### config.mk
export PLATFORM = sky130hd
export DESIGN_NAME = lss_cell
export DESIGN_NICKNAME = d
export VERILOG_FILES = /design/src/rtl/lss_pkg.sv /design/src/rtl/lss_cell.sv
export SDC_FILE = /design/constraint.sdc
export NUM_CORES = 1
export LEC_CHECK = 0
export ABC_AREA = 0
export BUFFER_PORTS_ARGS = -buffer_cell sky130_fd_sc_hd__buf_2
export CAP_MARGIN = 20
export CORE_AREA = 2 2 66 75
export DETAILED_ROUTE_END_ITERATION = 8
export DIE_AREA = 0 0 68 77
export GPL_ROUTABILITY_DRIVEN = 1
export PLACE_DENSITY = 0.86
export SETUP_SLACK_MARGIN = 0.15
export SLEW_MARGIN = 5
export SYNTH_ARGS = -nofsm -noshare
export SYNTH_HDL_FRONTEND = slang
export SYNTH_SLANG_ARGS = --single-unit
### constraint.sdc
create_clock -name clk -period 1.6 [get_ports clk]
set_input_delay 0.08 -clock clk [delete_from_list [all_inputs] [get_ports clk]]
set_output_delay 0.08 -clock clk [all_outputs]
set_load 0.01 [all_outputs]
### src/rtl/lss_pkg.sv
`timescale 1ns / 1ps
`default_nettype none

package lss_pkg;

  localparam logic [1:0] MODE_PUSH   = 2'd0;
  localparam logic [1:0] MODE_POP    = 2'd1;
  localparam logic [1:0] MODE_SEARCH = 2'd2;

  localparam logic [1:0] ST_OK        = 2'd0;
  localparam logic [1:0] ST_UNDERFLOW = 2'd1;
  localparam logic [1:0] ST_OVERFLOW  = 2'd2;

  typedef enum logic {
    S_IDLE,
    S_SEARCH
  } state_t;

  // broadcast to every cell of the chain
  typedef struct packed {
    logic push;       // shift data one cell down, top takes the new value
    logic pop;        // shift data one cell up
    logic load_hit;   // compare every cell against the key
    logic shift_hit;  // move match flags one cell towards the top
  } ctl_t;

endpackage

`default_nettype wire

### src/rtl/lss_cell.sv
`timescale 1ns / 1ps
`default_nettype none

module lss_cell (
  input  wire               clk,
  input  wire lss_pkg::ctl_t ctl,
  input  wire signed [31:0] key,
  input  wire signed [31:0] data_up,
  input  wire signed [31:0] data_dn,
  input  wire               hit_dn,
  output logic signed [31:0] data_o,
  output logic              hit_o
);

  logic signed [31:0] data_r;
  logic               hit_r;

  always_ff @(posedge clk) begin
    if (ctl.push) begin
      data_r <= data_up;
    end else if (ctl.pop) begin
      data_r <= data_dn;
    end
    if (ctl.load_hit) begin
      hit_r <= (data_r == key);
    end else if (ctl.shift_hit) begin
      hit_r <= hit_dn;
    end
  end

  assign data_o = data_r;
  assign hit_o  = hit_r;

endmodule

`default_nettype wire

======== After elaboration in Yosys (flattened, before gate mapping) ========
Index checks and enable logic that the tools add are counted.
cells by class
  mux-type cells .......................... 4
  shift-type cells ........................ 0
  order comparisons ....................... 0
  bitwise gates (word level) .............. 0
  eq/ne operators ......................... 1
  $add $sub $neg .......................... 0
  reductions and logical operators ........ 2
  multiply operators ...................... 0
  divide/modulo/power cells ............... 0
operators by type and width
  kind                  number
  2-to-1 mux 32 bit     2
  equality test 32 bit  1
  nonzero test 2 bit    2
  2-to-1 mux 1 bit      2
word-level totals
  ROM bits ................................ 0
  latch bits .............................. 0
  memories kept ........................... 0
  word-level logic and storage cells ...... 9
  bits in writable memories ............... 0
  bits of input ports ..................... 102
  bits in registers ....................... 33
  output and inout port bits .............. 33

======== Depth between registers and ports, before layout ========
  depth in word-level cells ............... 2
  gate-level depth with buffers ........... 5
  depth with buffers taken out ............ 5

======== Worst setup path after synthesis ========
OpenSTA, ideal clock, no wires.
  path kind ............................... flip-flop to flip-flop
  start point ............................. register data_r[1], in the netlist data_o[1]
  end point ............................... register hit_r, in the netlist hit_o, data pin
  period minus slack after synthesis ...... 1.308 ns
  path buffers ............................ 0
  required time ........................... 1.448 ns
  path slack .............................. 0.292 ns
  stages on the path, launching flop included .. 6
  arrival ................................. 1.156 ns
  library setup time ...................... 0.152 ns
  cell sequence ........................... edfxtp_1 xnor2_1 nand4_1 nor4_1 nand4_1 o22ai_1
between the ends
  word-level cells in the longest chain between the ends .. 2
ends and longest elaborated chain
  what                    RTL line        source
  start, declared         lss_cell.sv:15  logic signed [31:0] data_r;
  start signal, assigned  lss_cell.sv:20  data_r <= data_up;
  start signal, assigned  lss_cell.sv:22  data_r <= data_dn;
  equality test 32 bit    lss_cell.sv:25  hit_r <= (data_r == key);
  2-to-1 mux 1 bit        lss_cell.sv:24  if (ctl.load_hit) begin
  end signal, assigned    lss_cell.sv:25
  end signal, assigned    lss_cell.sv:27  hit_r <= hit_dn;
  end, declared           lss_cell.sv:16  logic hit_r;
No other way between the ends.
A chain may end at the register's enable or synchronous reset.

======== Worst setup path in the final report ========
  start point ............................. register data_r[2], in the netlist data_o[2]
  end point ............................... register hit_r, in the netlist hit_o, data pin
The elaborated chain is that of the path after synthesis.

==> summary.md <==
| Metric | Value |
|---|---|
| Largest family of logic cells by synthesized area | multiplexers |
| Worst setup SP type | flip-flop |
| CTS buffer count | 5 |
| Commonest cells after routing, fill and taps aside | buf_2 (134), edfxtp_1 (33), mux2_2 (32), xnor2_1 (17), xor2_1 (15) |
| Max-slew violations | 0 |
| Worst path arrival time | 1.59 ns |
| Cell variety after synth | 12 |
| Post-placement cell count | 304 |
| Routed Antenna Nets | 0 |
| Final cell count without fillers | 312 |
| Die width | 68 um |
| FF+latch area | 991 sq um |
| Power density over the cells | 919 nW/um^2 |
| GR Overflow Total | 0 |
| Leakage | 1.17 nW |
| Fin crit period | 1.46 ns |
| First-pass GRT wire length | 7.05 mm |
| Status | finished, final reports clean |
| Number of inserted diodes | 0 |
| Highest Clock Rate | 0.683 GHz |
| Synth Cell Area | 1740 sq um |
| CTS root buffer | clkbuf_8 |
| Worst-path fanout max | 2 |
| Clock Latency Late Sink | 0.28 ns |
| Commonest non-fill, non-tap cell in the layout | buf_2 |
| Fin nets | 358 |
| Die Area | 5240 sq um |
| Initial Util | 38.8% |
| Fill cell total of the finished layout | 390 |
| Drt wl/cell | 14.6 um |
| Initial antenna violation count | 0 |
| Final setup vio count | 0 |
| Largest net degree at the start of global routing | 33 |
| Tot Pwr | 0.00238 W |
| RSZ-0062 raised after global routing | true |
| Cells along the critical path | xnor2_1 -> nand4_1 -> nor4_2 -> nand4_1 -> o22ai_1 |
| Synth Area in Compound Gates | 0.359% |
| Layout area overhead | 49.0% |
| Post-synthesis xor/xnor area fraction | 16.1% |
| Detailed Route WL | 4.57 mm |
| Syn nets | 218 |
| Share of the synthesized area in the top cell type | 56.9% |
| Critical Path RT | 1.73 ns |
| CP max stage cell | edfxtp_1 |
| Share of layout cells above drive strength 1 | 69.9% |
| Buffers on Ports | 134 |
| CP most frequent cell | nand4_1 |
| Clk sinks | 33 |
| Yosys warns | 0 |
| Worst-path clk slew | 0.07 ns |
| Min-Delay Path Class | input pin to flip-flop |
| Max Root-Sink Buffers | 2 |
| Area of the multi-input gates | 732 sq um |
| Seq/Total Area, Yosys | 56.9% |
| Family with the most delay on the worst path | simple AND/OR/NAND/NOR gates |
| CP Class | flip-flop to flip-flop |
| Buf+Inv Stages, Crit Path | 0 |
| Die Y-Extent | 77 um |
| Drt first pass iters | 4 |
| I/O pins | 135 |
| Synthesized area per cell | 15.0 sq um |
| Via Count | 1,479 |
| Mux cell area share after synthesis | 20.7% |
| Worst slew margin | 49.2% |
| CP Capture Type | flip-flop |
| Final Hold Viols | 0 |
| Least-Margin Pin Slew | 0.762 ns |
| Register bit count reported by yosys | 33 |
| Adder-Cell Fraction of Synth Area | 0% |
| Worst vdd ir | 0.000538 V |
| CTS tree | built |
| Synth Area in Simple Gates | 4.53% |
| Max_cap viols | 0 |
| Max H-tree Level | 2 |
| Top area cells in the synthesized netlist | edfxtp_1 (57%), mux2_2 (21%), xnor2_1 (8.6%) |
| Period utilization | 91.4% |
| Hpwl dp | 3.80 mm |
| Synth area leader | edfxtp_1 |
| Via density | 4.74 |
| Synth Instances | 116 |
| GP Congestion | 0.772 |
| Core area | 4490 sq um |
| Initial drt markers | 68 |
| Tot GR Track Use | 18.6% |
| Remaining DRCs | 0 |
| Setup Skew | 0.00624 ns |
| Max incr delay on CP | 0.42 ns |
| Core Rows | 26 |
| Vias in the first global route | 1,600 |
[logic make-up after synthesis]
kind of cell	after synthesis
flip-flops	33
XOR/XNOR	32
multiplexers	32
AND/OR/NAND/NOR	13
buffers and inverters	5
AO/OA/AOI/OAI	1
[worst reg2reg max path, cell delays in order, from the launching register on]
cell and delay (ns):
edfxtp_1 0.42, xnor2_1 0.21, nand4_1 0.13, nor4_2 0.31, nand4_1 0.13, o22ai_1 0.12
[through the flow]
stage	setup TNS [ns]	setup WS [ns]	instance area [sq um]	util (%)	hold WS (ns)
after floorplan	0	0.292	1740	-	0.280
after global placement	0	0.118	2480	55.2	0.368
after detailed placement	0	0.0581	2480	55.2	0.373
after CTS	0	0.120	2590	57.8	0.0792
final	0	0.137	2590	57.8	0.0875
after global routing	-0.0131	-0.0131	2590	57.8	0.0860
[synth_stat cells, drive strengths merged]
| cell | number |
|---|---|
| buf | 4 |
| edfxtp | 33 |
| inv | 1 |
| mux2 | 32 |
| nand3 | 1 |
| nand4 | 5 |
| nor3 | 1 |
| nor4 | 4 |
| o22ai | 1 |
| or2 | 2 |
| xnor2 | 17 |
| xor2 | 15 |
[metal layers]
metal,up-vias,part of all wire [%],track usage (%)
met5,-,0,0
met1,670,34,18.0
met3,16,11,7.18
li1,710,-,-
met2,83,51,31.9
met4,0,4.2,11.0
[final cells by class]
type	count	share of cell area [%]
inverter	1	0.145
timing repair buffer	137	26.7
clock buffer	5	2.65
clock inverter	2	1.35
multi-input combinational	78	28.2
sequential	33	38.2
tap	56	2.70
[power by group]
part / switching [W] / total (W) / internal [W]
Clock: 0.000300 / 0.000752 / 0.000452
Combinational: 0.000222 / 0.000505 / 0.000282
Sequential: 0.0000596 / 0.00113 / 0.00107
Total: 0.000582 / 0.00238 / 0.00180
[timing repair]
action,4_1_cts,5_1_grt
pin swaps,5,2
endpoints found under the setup margin,1,1
endpoints found under the hold margin,0,0
resized for setup,1,0
hold buffers,0,0
setup buffers,1,0
[final timing paths]
kind	startpoint	end	slack [ns]	cells after the start
max reg2reg	data_o[2]$_DFFE_PP_	hit_o$_DFFE_PP_	0.14	5
max	data_o[2]$_DFFE_PP_	hit_o$_DFFE_PP_	0.14	5
min	ctl[0]	hit_o$_DFFE_PP_	0.09	2
min reg2reg	data_o[5]$_DFFE_PP_	hit_o$_DFFE_PP_	0.75	3
[flip-flops by register name (all words and copies together) (netlist names)]
register and count:
hit_o 1, data_o 32
No activity file was read; power rests on OpenSTA's default activity.
