===== config.mk =====
export PLATFORM = sky130hd
export DESIGN_NAME = lss_ctrl
export DESIGN_NICKNAME = d
export VERILOG_FILES = /design/src/rtl/lss_pkg.sv /design/src/rtl/lss_ctrl.sv
export SDC_FILE = /design/constraint.sdc
export NUM_CORES = 1
export LEC_CHECK = 0
export ABC_AREA = 1
export BUFFER_PORTS_ARGS = -buffer_cell sky130_fd_sc_hd__buf_4
export CORE_ASPECT_RATIO = 1.4
export CORE_UTILIZATION = 35
export DETAILED_ROUTE_END_ITERATION = 6
export SLEW_MARGIN = 20
export SYNTH_ARGS = -nofsm -noshare
export SYNTH_HDL_FRONTEND = slang
export SYNTH_SLANG_ARGS = --single-unit

===== constraint.sdc =====
create_clock -name clk -period 4.43 [get_ports clk]
set_input_delay 0.2215 -clock clk [delete_from_list [all_inputs] [get_ports clk]]
set_output_delay 0.2215 -clock clk [all_outputs]
set_load 0.01 [all_outputs]

===== src/rtl/lss_pkg.sv =====
`timescale 1ns / 1ps
`default_nettype none

package lss_pkg;

  localparam logic [1:0] MODE_PUSH   = 2'd0;
  localparam logic [1:0] MODE_POP    = 2'd1;
  localparam logic [1:0] MODE_SEARCH = 2'd2;

  localparam logic [1:0] ST_OK        = 2'd0;
  localparam logic [1:0] ST_UNDERFLOW = 2'd1;
  localparam logic [1:0] ST_OVERFLOW  = 2'd2;

  typedef enum logic {
    S_IDLE,
    S_SEARCH
  } state_t;

  // broadcast to every cell of the chain
  typedef struct packed {
    logic push;       // shift data one cell down, top takes the new value
    logic pop;        // shift data one cell up
    logic load_hit;   // compare every cell against the key
    logic shift_hit;  // move match flags one cell towards the top
  } ctl_t;

endpackage

`default_nettype wire


===== src/rtl/lss_ctrl.sv =====
`timescale 1ns / 1ps
`default_nettype none

module lss_ctrl #(
  parameter int DEPTH = 256
) (
  input  wire               clk,
  input  wire               rst_n,
  input  wire               in_valid,
  output logic              in_ready,
  input  wire        [1:0]  in_mode,
  input  wire signed [31:0] top_data,
  input  wire               top_hit,
  output lss_pkg::ctl_t     ctl,
  output logic              out_valid,
  input  wire               out_ready,
  output logic signed [31:0] out_popped_value,
  output logic              out_found,
  output logic       [7:0]  out_found_position,
  output logic       [1:0]  out_status,
  output logic       [8:0]  out_count,
  output logic              out_empty_res
);

  import lss_pkg::*;

  localparam int CW = $clog2(DEPTH + 1);
  localparam logic [CW-1:0] FULL = CW'(DEPTH);
  localparam logic [CW-1:0] ONE  = CW'(1);

  state_t state_r, state_nxt;
  logic [CW-1:0] cnt_r, cnt_nxt;
  logic [CW-1:0] k_r, k_nxt;

  logic accept, is_full, is_empty, srch_done, srch_found;
  logic res_wr;
  logic signed [31:0] res_popped;
  logic [1:0]    res_status;
  logic [CW-1:0] res_pos;
  logic [CW+7:0] pos_ext;
  logic [CW+8:0] cnt_ext;

  logic               out_valid_r;
  logic signed [31:0] popped_r;
  logic               found_r;
  logic [7:0]         pos_r;
  logic [1:0]         status_r;
  logic [CW-1:0]      cnt_out_r;

  assign accept     = in_valid && in_ready;
  assign is_full    = (cnt_r == FULL);
  assign is_empty   = (cnt_r == '0);
  // top flag is only meaningful while the walk is still inside the stack
  assign srch_found = (k_r != cnt_r) && top_hit;
  assign srch_done  = (k_r == cnt_r) || top_hit;

  always_comb begin
    state_nxt = state_r;
    case (state_r)
      S_IDLE: begin
        if (accept && in_mode == MODE_SEARCH) state_nxt = S_SEARCH;
      end
      S_SEARCH: begin
        if (srch_done) state_nxt = S_IDLE;
      end
      default: state_nxt = S_IDLE;
    endcase
  end

  always_comb begin
    in_ready      = 1'b0;
    ctl           = '0;
    res_wr        = 1'b0;
    res_popped    = '0;
    res_status    = ST_OK;
    res_pos       = '0;
    cnt_nxt       = cnt_r;
    k_nxt         = k_r;
    case (state_r)
      S_IDLE: begin
        in_ready = !out_valid_r || out_ready;
        k_nxt    = '0;
        if (accept) begin
          case (in_mode)
            MODE_PUSH: begin
              res_wr = 1'b1;
              if (is_full) begin
                res_status = ST_OVERFLOW;
              end else begin
                ctl.push = 1'b1;
                cnt_nxt  = cnt_r + ONE;
              end
            end
            MODE_POP: begin
              res_wr = 1'b1;
              if (is_empty) begin
                res_status = ST_UNDERFLOW;
              end else begin
                ctl.pop    = 1'b1;
                res_popped = top_data;
                cnt_nxt    = cnt_r - ONE;
              end
            end
            MODE_SEARCH: ctl.load_hit = 1'b1;
            default: res_wr = 1'b1;
          endcase
        end
      end
      S_SEARCH: begin
        if (srch_done) begin
          res_wr = 1'b1;
          if (srch_found) res_pos = cnt_r - ONE - k_r;
        end else begin
          ctl.shift_hit = 1'b1;
          k_nxt         = k_r + ONE;
        end
      end
      default: ;
    endcase
  end

  assign pos_ext = {8'b0, res_pos};

  always_ff @(posedge clk) begin
    if (!rst_n) begin
      state_r     <= S_IDLE;
      cnt_r       <= '0;
      k_r         <= '0;
      out_valid_r <= 1'b0;
    end else begin
      state_r <= state_nxt;
      cnt_r   <= cnt_nxt;
      k_r     <= k_nxt;
      if (res_wr) begin
        out_valid_r <= 1'b1;
      end else if (out_ready) begin
        out_valid_r <= 1'b0;
      end
    end
  end

  always_ff @(posedge clk) begin
    if (res_wr) begin
      popped_r  <= res_popped;
      found_r   <= (state_r == S_SEARCH) && srch_found;
      pos_r     <= pos_ext[7:0];
      status_r  <= res_status;
      cnt_out_r <= cnt_nxt;
    end
  end

  assign cnt_ext            = {9'b0, cnt_out_r};
  assign out_valid          = out_valid_r;
  assign out_popped_value   = popped_r;
  assign out_found          = found_r;
  assign out_found_position = pos_r;
  assign out_status         = status_r;
  assign out_count          = cnt_ext[8:0];
  assign out_empty_res      = (cnt_out_r == '0);

endmodule

`default_nettype wire


=== Yosys cells after proc, flatten, opt, wreduce, memory -nomap -nowiden ===
Cells that the tools add are included.

* Register bits: 72
* Input port bits: 39
* Output and inout bits: 59
* Word-level logic and storage cells: 64

* Add/sub/neg operators: 4
* Equal/unequal tests: 6
* Muxes and demuxes: 28
* Bitwise gates (word level): 3
* Reduce and logical (&&, ||, !) cells: 14

{| class="wikitable"
|+ Operators with widths
! kind !! number
|-
| 9-bit two-way mux || 5
|-
| 9-bit case mux with 2 select lines || 2
|-
| 9-bit by 1-bit adder with 9-bit output, second input constant || 2
|-
| 9-bit zero test || 2
|-
| 1-bit two-way mux || 15
|-
| 9-bit == test || 1
|-
| 9-bit == test, second input constant || 1
|-
| 9-bit inequality test || 1
|-
| 9-bit by 1-bit subtractor with 9-bit output, second input constant || 1
|-
| 8-bit subtractor || 1
|-
| 3-bit two-way mux || 2
|-
| 1-bit logical AND || 4
|-
| 1-bit case mux with 2 select lines || 2
|-
| 2-bit case mux with 2 select lines || 1
|-
| 4-bit OR reduction || 1
|-
| 1-bit inverter || 3
|-
| 3-bit AND reduction || 1
|-
| 2-bit by 1-bit == test with 1-bit output, second input constant || 1
|-
| 2-bit == test, second input constant || 1
|-
| 2-bit zero test || 1
|-
| 1-bit logical OR || 2
|-
| 2-bit two-way mux || 1
|-
| 2-bit inequality test, second input constant || 1
|-
| 2-bit nonzero test || 1
|-
| 2 further kinds || 2
|}

=== Longest topological paths before layout ===
* Word-level depth: 7
* Depth in mapped cells: 15
* Depth with buffers taken out: 15

=== Worst setup path after synthesis ===
No wires, ideal clock.

* Path type: reg-to-reg
* Start point: register cnt_r[0]
* End point: register cnt_out_r[0], in the netlist out_count[0], enable pin
* Library setup time: 0.411 ns
* Arrival time: 2.356 ns
* Data required time: 4.019 ns
* Slack: 1.664 ns
* Stages on the path, launching flop included: 9
* Path buffers: 0
* Clock period less this slack: 2.766 ns
* Cells stage by stage: dfxtp_1 ha_1 a21oi_2 nand2_1 nor2_1 nand3_2 nand2_4 nand2_1 nand2_1

* Cells in the longest elaborated chain, start to end: 4

{| class="wikitable"
|+ Ends and longest elaborated chain
! item !! RTL line !! source
|-
| from (decl) || lss_ctrl.sv:32 || <nowiki>logic [CW-1:0] cnt_r, cnt_nxt;</nowiki>
|-
| from (signal assigned) || lss_ctrl.sv:132 || <nowiki>cnt_r <= cnt_nxt;</nowiki>
|-
| 9-bit == test || lss_ctrl.sv:55 || <nowiki>assign srch_done = (k_r == cnt_r) || top_hit;</nowiki>
|-
| 1-bit logical OR || lss_ctrl.sv:55 ||
|-
| 1-bit two-way mux || lss_ctrl.sv:110 || <nowiki>if (srch_done) begin</nowiki>
|-
| 1-bit case mux with 2 select lines || lss_ctrl.sv:79 || <nowiki>case (state_r)</nowiki>
|-
| net res_wr || lss_ctrl.sv:36 || <nowiki>logic res_wr;</nowiki>
|-
| to (signal assigned) || lss_ctrl.sv:148 || <nowiki>cnt_out_r <= cnt_nxt;</nowiki>
|-
| to (decl) || lss_ctrl.sv:48 || <nowiki>logic [CW-1:0] cnt_out_r;</nowiki>
|}

The timed path passes the listed nets, and every way through them passes these cells.
A chain may end at the register's enable or synchronous reset.

=== Worst setup path after layout ===
* Start point: register cnt_r[0]
* End point: register popped_r[11], in the netlist out_popped_value[11], enable pin

* Cells in the longest elaborated chain, start to end: 4

{| class="wikitable"
|+ Ends and longest elaborated chain
! item !! RTL line !! source
|-
| 9-bit == test || lss_ctrl.sv:55 ||
|-
| 1-bit logical OR || lss_ctrl.sv:55 ||
|-
| 1-bit two-way mux || lss_ctrl.sv:110 ||
|-
| 1-bit case mux with 2 select lines || lss_ctrl.sv:79 ||
|-
| net res_wr || lss_ctrl.sv:36 ||
|-
| to (signal assigned) || lss_ctrl.sv:144 || <nowiki>popped_r <= res_popped;</nowiki>
|-
| to (decl) || lss_ctrl.sv:44 || <nowiki>logic signed [31:0] popped_r;</nowiki>
|}

The timed path passes the listed nets, and every way through them passes these cells.

==> impl_metrics.yaml <==
yosys:
  synth_ff_type: "edfxtp_1"
  yosysTopAreaCellShare_pct: 40.97
  ys_seq_area_share_pct: 51.48
  synth_fa_ha_area_share_pct: 3.808
  synth-edff-count: 52
  synth_cells: 453
  synth_top_family_by_area: "simple AND/OR/NAND/NOR gates"
  synth_area_leaders: "edfxtp_1, dfxtp_1, nand2_1"
  synth.cell_area_um2: 3811
  ys_ff_latch: 72
  synthTopCellsByCount: "nand2_1, inv_1, nor2_1"
  synth_xor_xnor_area_share_pct: 2.528
  synth_most_common_cell: "nand2_1"
  synth_cell_types: 33
  synth-compound-area-share_pct: 4.268
  yosys.area_share.simple_pct: 26.46
  synthArstFlopShare_pct: 0
  synth_largest_area_cell: "edfxtp_1"
  synth_area_per_cell_um2: 8.413
  yosys-mux-area-fraction_pct: 0
  yosys_warnings: 0
  synth_fp_nets: 503
status:
  status: "complete, no violations"
die:
  die_y_um: 125.5
  die_w_um: 90.19
  start_util_pct: 36.44
  io_pins: 98
  rows: 44
  dieArea_um2: 11320
  fp.coreArea_um2: 10460
worst_hold_path:
  hold_path.class: "input port to register"
power_and_ir_drop:
  intPower_w: 0.001354
  finalPower_w: 0.001871
  sw_frac_of_total_pct: 27.63
  pwr-share-clk_pct: 38.4
  seqPwrFrac_pct: 42.7
  vdd.ir_drop.worst_v: 0.0001934
  switchingPower_w: 0.0005169
  p_comb_share_pct: 18.9
  p_leak_nw: 2.382
  p_per_area_nw_per_um2: 380.0
sta:
  tightestPinTransition_ns: 0.6419
  hold_viol: 0
  skew_ns: 0.008002
  hold_ws_ns: 0.08989
  slew_headroom_pct: 57.05
  grt_setup_unrepaired: "no"
  finalCriticalPeriod_ns: 2.816
  fmax_mhz: 355.1
  min_period_over_period_pct: 63.58
  slew_viol_final: 0
  tns_ns: 0
  setup_viol: 0
setup_path:
  r2r-start: "cnt_r[0]"
  cp_max_fo: 30
  critical_path_class: "register to register"
  critPathRequiredTime_ns: 4.42
  worstPathArrival_ns: 2.81
  startpoint: "cnt_r[0]"
  timing.rr.end: "out_popped_value[11]"
  r2r_setup_slack_ns: 1.61
  ff2ff_path_depth: 9
  crit_path_frequent_cell: "nand2_1"
  cp-endpoint: "out_popped_value[11]"
  crit_chain: "ha_1 -> a21oi_2 -> nand2_1 -> nor2_1 -> nand3_2 -> nand2_4 -> nand2_1 -> nand2_2 -> buf_4"
  cpMaxStageDelayCell: "buf_4"
  slowest_delay_ns: 0.46
  crit_path_end_kind: "register"
  startpoint_type: "register"
cts:
  clk_latency_ns: 0.33
  post_cts_resized: 0
  cts.clk_slew.worst_paths_ns: 0.06
  clock-sinks: 72
  cts_buffer_depth: 2
  ctsHoldBuffers: 0
  cts-root-buf: "clkbuf_16"
  cts_setup_buffers: 0
  numCtsBuffers: 9
  h-tree-depth: 3
  cts_tree: "yes"
final_layout:
  drive_gt1_share_pct: 25.59
  fin_nets: 600
  antenna_cells: 0
  area_delta_synth_final_pct: 29.19
  fin_cells: 693
  nFillCells: 1061
global_route:
  track_usage_pct: 16.09
  grt_start_max_net_pins: 33
  grt_pass1_vias: 3126
  grt_pass1_wl_um: 14610
  overflow: 0
  antenna_found_initial: 0
drt:
  vias: 3199
  wl_um: 8768
  drt_drc_violations_left: 0
  viasPerCell: 4.616
  drt-pass1-iter-count: 4
  ant_nets: 0
  post_drt_wl_per_cell_um: 12.65
  drt_iter0_drc: 160
placed_design:
  place_congestion: 0.9031
  io_buffers: 97
  place_hpwl_um: 6776
  dp_cells: 677
run:
  drv_cap: 0
-- metrics by stage --
stage	utilization, %	cell area (um2)	setup slack, ns
global placement	44.23	4627	1.644
floorplan	-	3811	1.664
global route	47.07	4923	1.384
detailed placement	44.23	4627	1.580
CTS	47.07	4923	1.566
finish	47.07	4923	1.614
-- power groups by stage --
| stage | clock [W] | combinational (W) | sequential, W |
|---|---|---|---|
| 2_1_floorplan | 0 | 0.000212 | 0.000826 |
| 3_3_place_gp | 0 | 0.000355 | 0.000812 |
| 3_5_place_dp | 0 | 0.000356 | 0.000813 |
| 4_1_cts | 0.000729 | 0.000358 | 0.000799 |
| 5_1_grt | 0.000757 | 0.000395 | 0.000804 |
| 6_report | 0.000719 | 0.000354 | 0.000798 |
-- worst max-delay path, delay by kind of cell (launching register included) --
| kind | cells | cell delay [ns] |
|---|---|---|
| AND/OR/NAND/NOR | 6 | 1.15 |
| AO/OA/AOI/OAI | 1 | 0.11 |
| buffers and inverters | 1 | 0.46 |
| adder cells (fa/ha/maj) | 1 | 0.29 |
| flip-flops | 1 | 0.43 |
-- worst min path at each step --
stage               start   endpoint  slack, ns  depth (start not counted)
floorplan           rst_n  out_valid       0.32                          2
global placement    rst_n  out_valid       0.44                          3
detailed placement  rst_n  out_valid       0.43                          3
CTS                 rst_n  out_valid       0.09                          3
global route        rst_n  out_valid       0.11                          3
finish              rst_n  out_valid       0.09                          3
-- registers in the layout, summed over array words and instances, names as in the netlist --
register,count
out_popped_value,32
cnt_r,9
k_r,9
out_count,9
out_found_position,8
out_status,2
out_found,1
out_valid,1
state_r,1
-- cell type report --
| class | instances | area [um2] | area share, % |
|---|---|---|---|
| repair buffers | 98 | 735.7 | 14.94 |
| clock inverters | 7 | 71.32 | 1.449 |
| inverters | 91 | 341.6 | 6.938 |
| flip-flops and latches | 72 | 1962 | 39.85 |
| well taps | 138 | 172.7 | 3.507 |
| multi-input cells | 278 | 1415 | 28.74 |
| clock buffers | 9 | 225.2 | 4.574 |
-- kinds of logic (layout without fill, tap and decap cells) --
group                      count (synthesis)  after routing
buffers and inverters                    103            205
xor gates and xnor gates                  11             11
adders and majority gates                 11             11
DFF                                       72             72
and+or+nand+nor                          226            226
AOI/OAI and AO/OA                         30             30
-- placed cells by master (no fill, tap or decap) --
master / synthesis / final
buf_4: 0 / 98
nand2_1: 89 / 88
inv_1: 80 / 80
nor2_1: 71 / 71
edfxtp_1: 52 / 52
nand3_1: 31 / 31
dfxtp_1: 20 / 20
a21oi_1: 14 / 14
nand4_1: 12 / 12
ha_1: 10 / 10
inv_2: 9 / 9
clkbuf_16: 0 / 9
xor2_1: 8 / 8
o21ai_0: 8 / 8
nand2_2: 5 / 6
nor2_2: 4 / 4
o21ai_1: 4 / 4
xnor2_1: 3 / 3
nor4_1: 3 / 3
clkinvlp_4: 0 / 3
a21oi_2: 2 / 2
clkinv_1: 2 / 2
nand3_2: 2 / 2
nor2_4: 2 / 2
nor3_1: 2 / 2
clkinv_2: 0 / 2
a22oi_1: 1 / 1
nand2_4: 1 / 1
nand3_4: 1 / 1
nand3b_1: 1 / 1
or2_2: 1 / 1
o21bai_1: 1 / 1
nor3b_1: 1 / 1
fa_1: 1 / 1
inv_6: 0 / 1
bufinv_16: 0 / 1
-- layer usage --
| layer | routed length, um | track usage [%] | vias to the layer above | part of all wire [%] |
|---|---|---|---|---|
| li1 | - | - | 1631 | - |
| met2 | 4541 | 29.86 | 111 | 52 |
| met5 | 0 | 0 | - | 0 |
| met4 | 142 | 5.977 | 0 | 1.6 |
| met1 | 3610 | 17.74 | 1445 | 41 |
| met3 | 473 | 3.528 | 12 | 5.4 |
No activity file was read; power rests on OpenSTA's default activity.
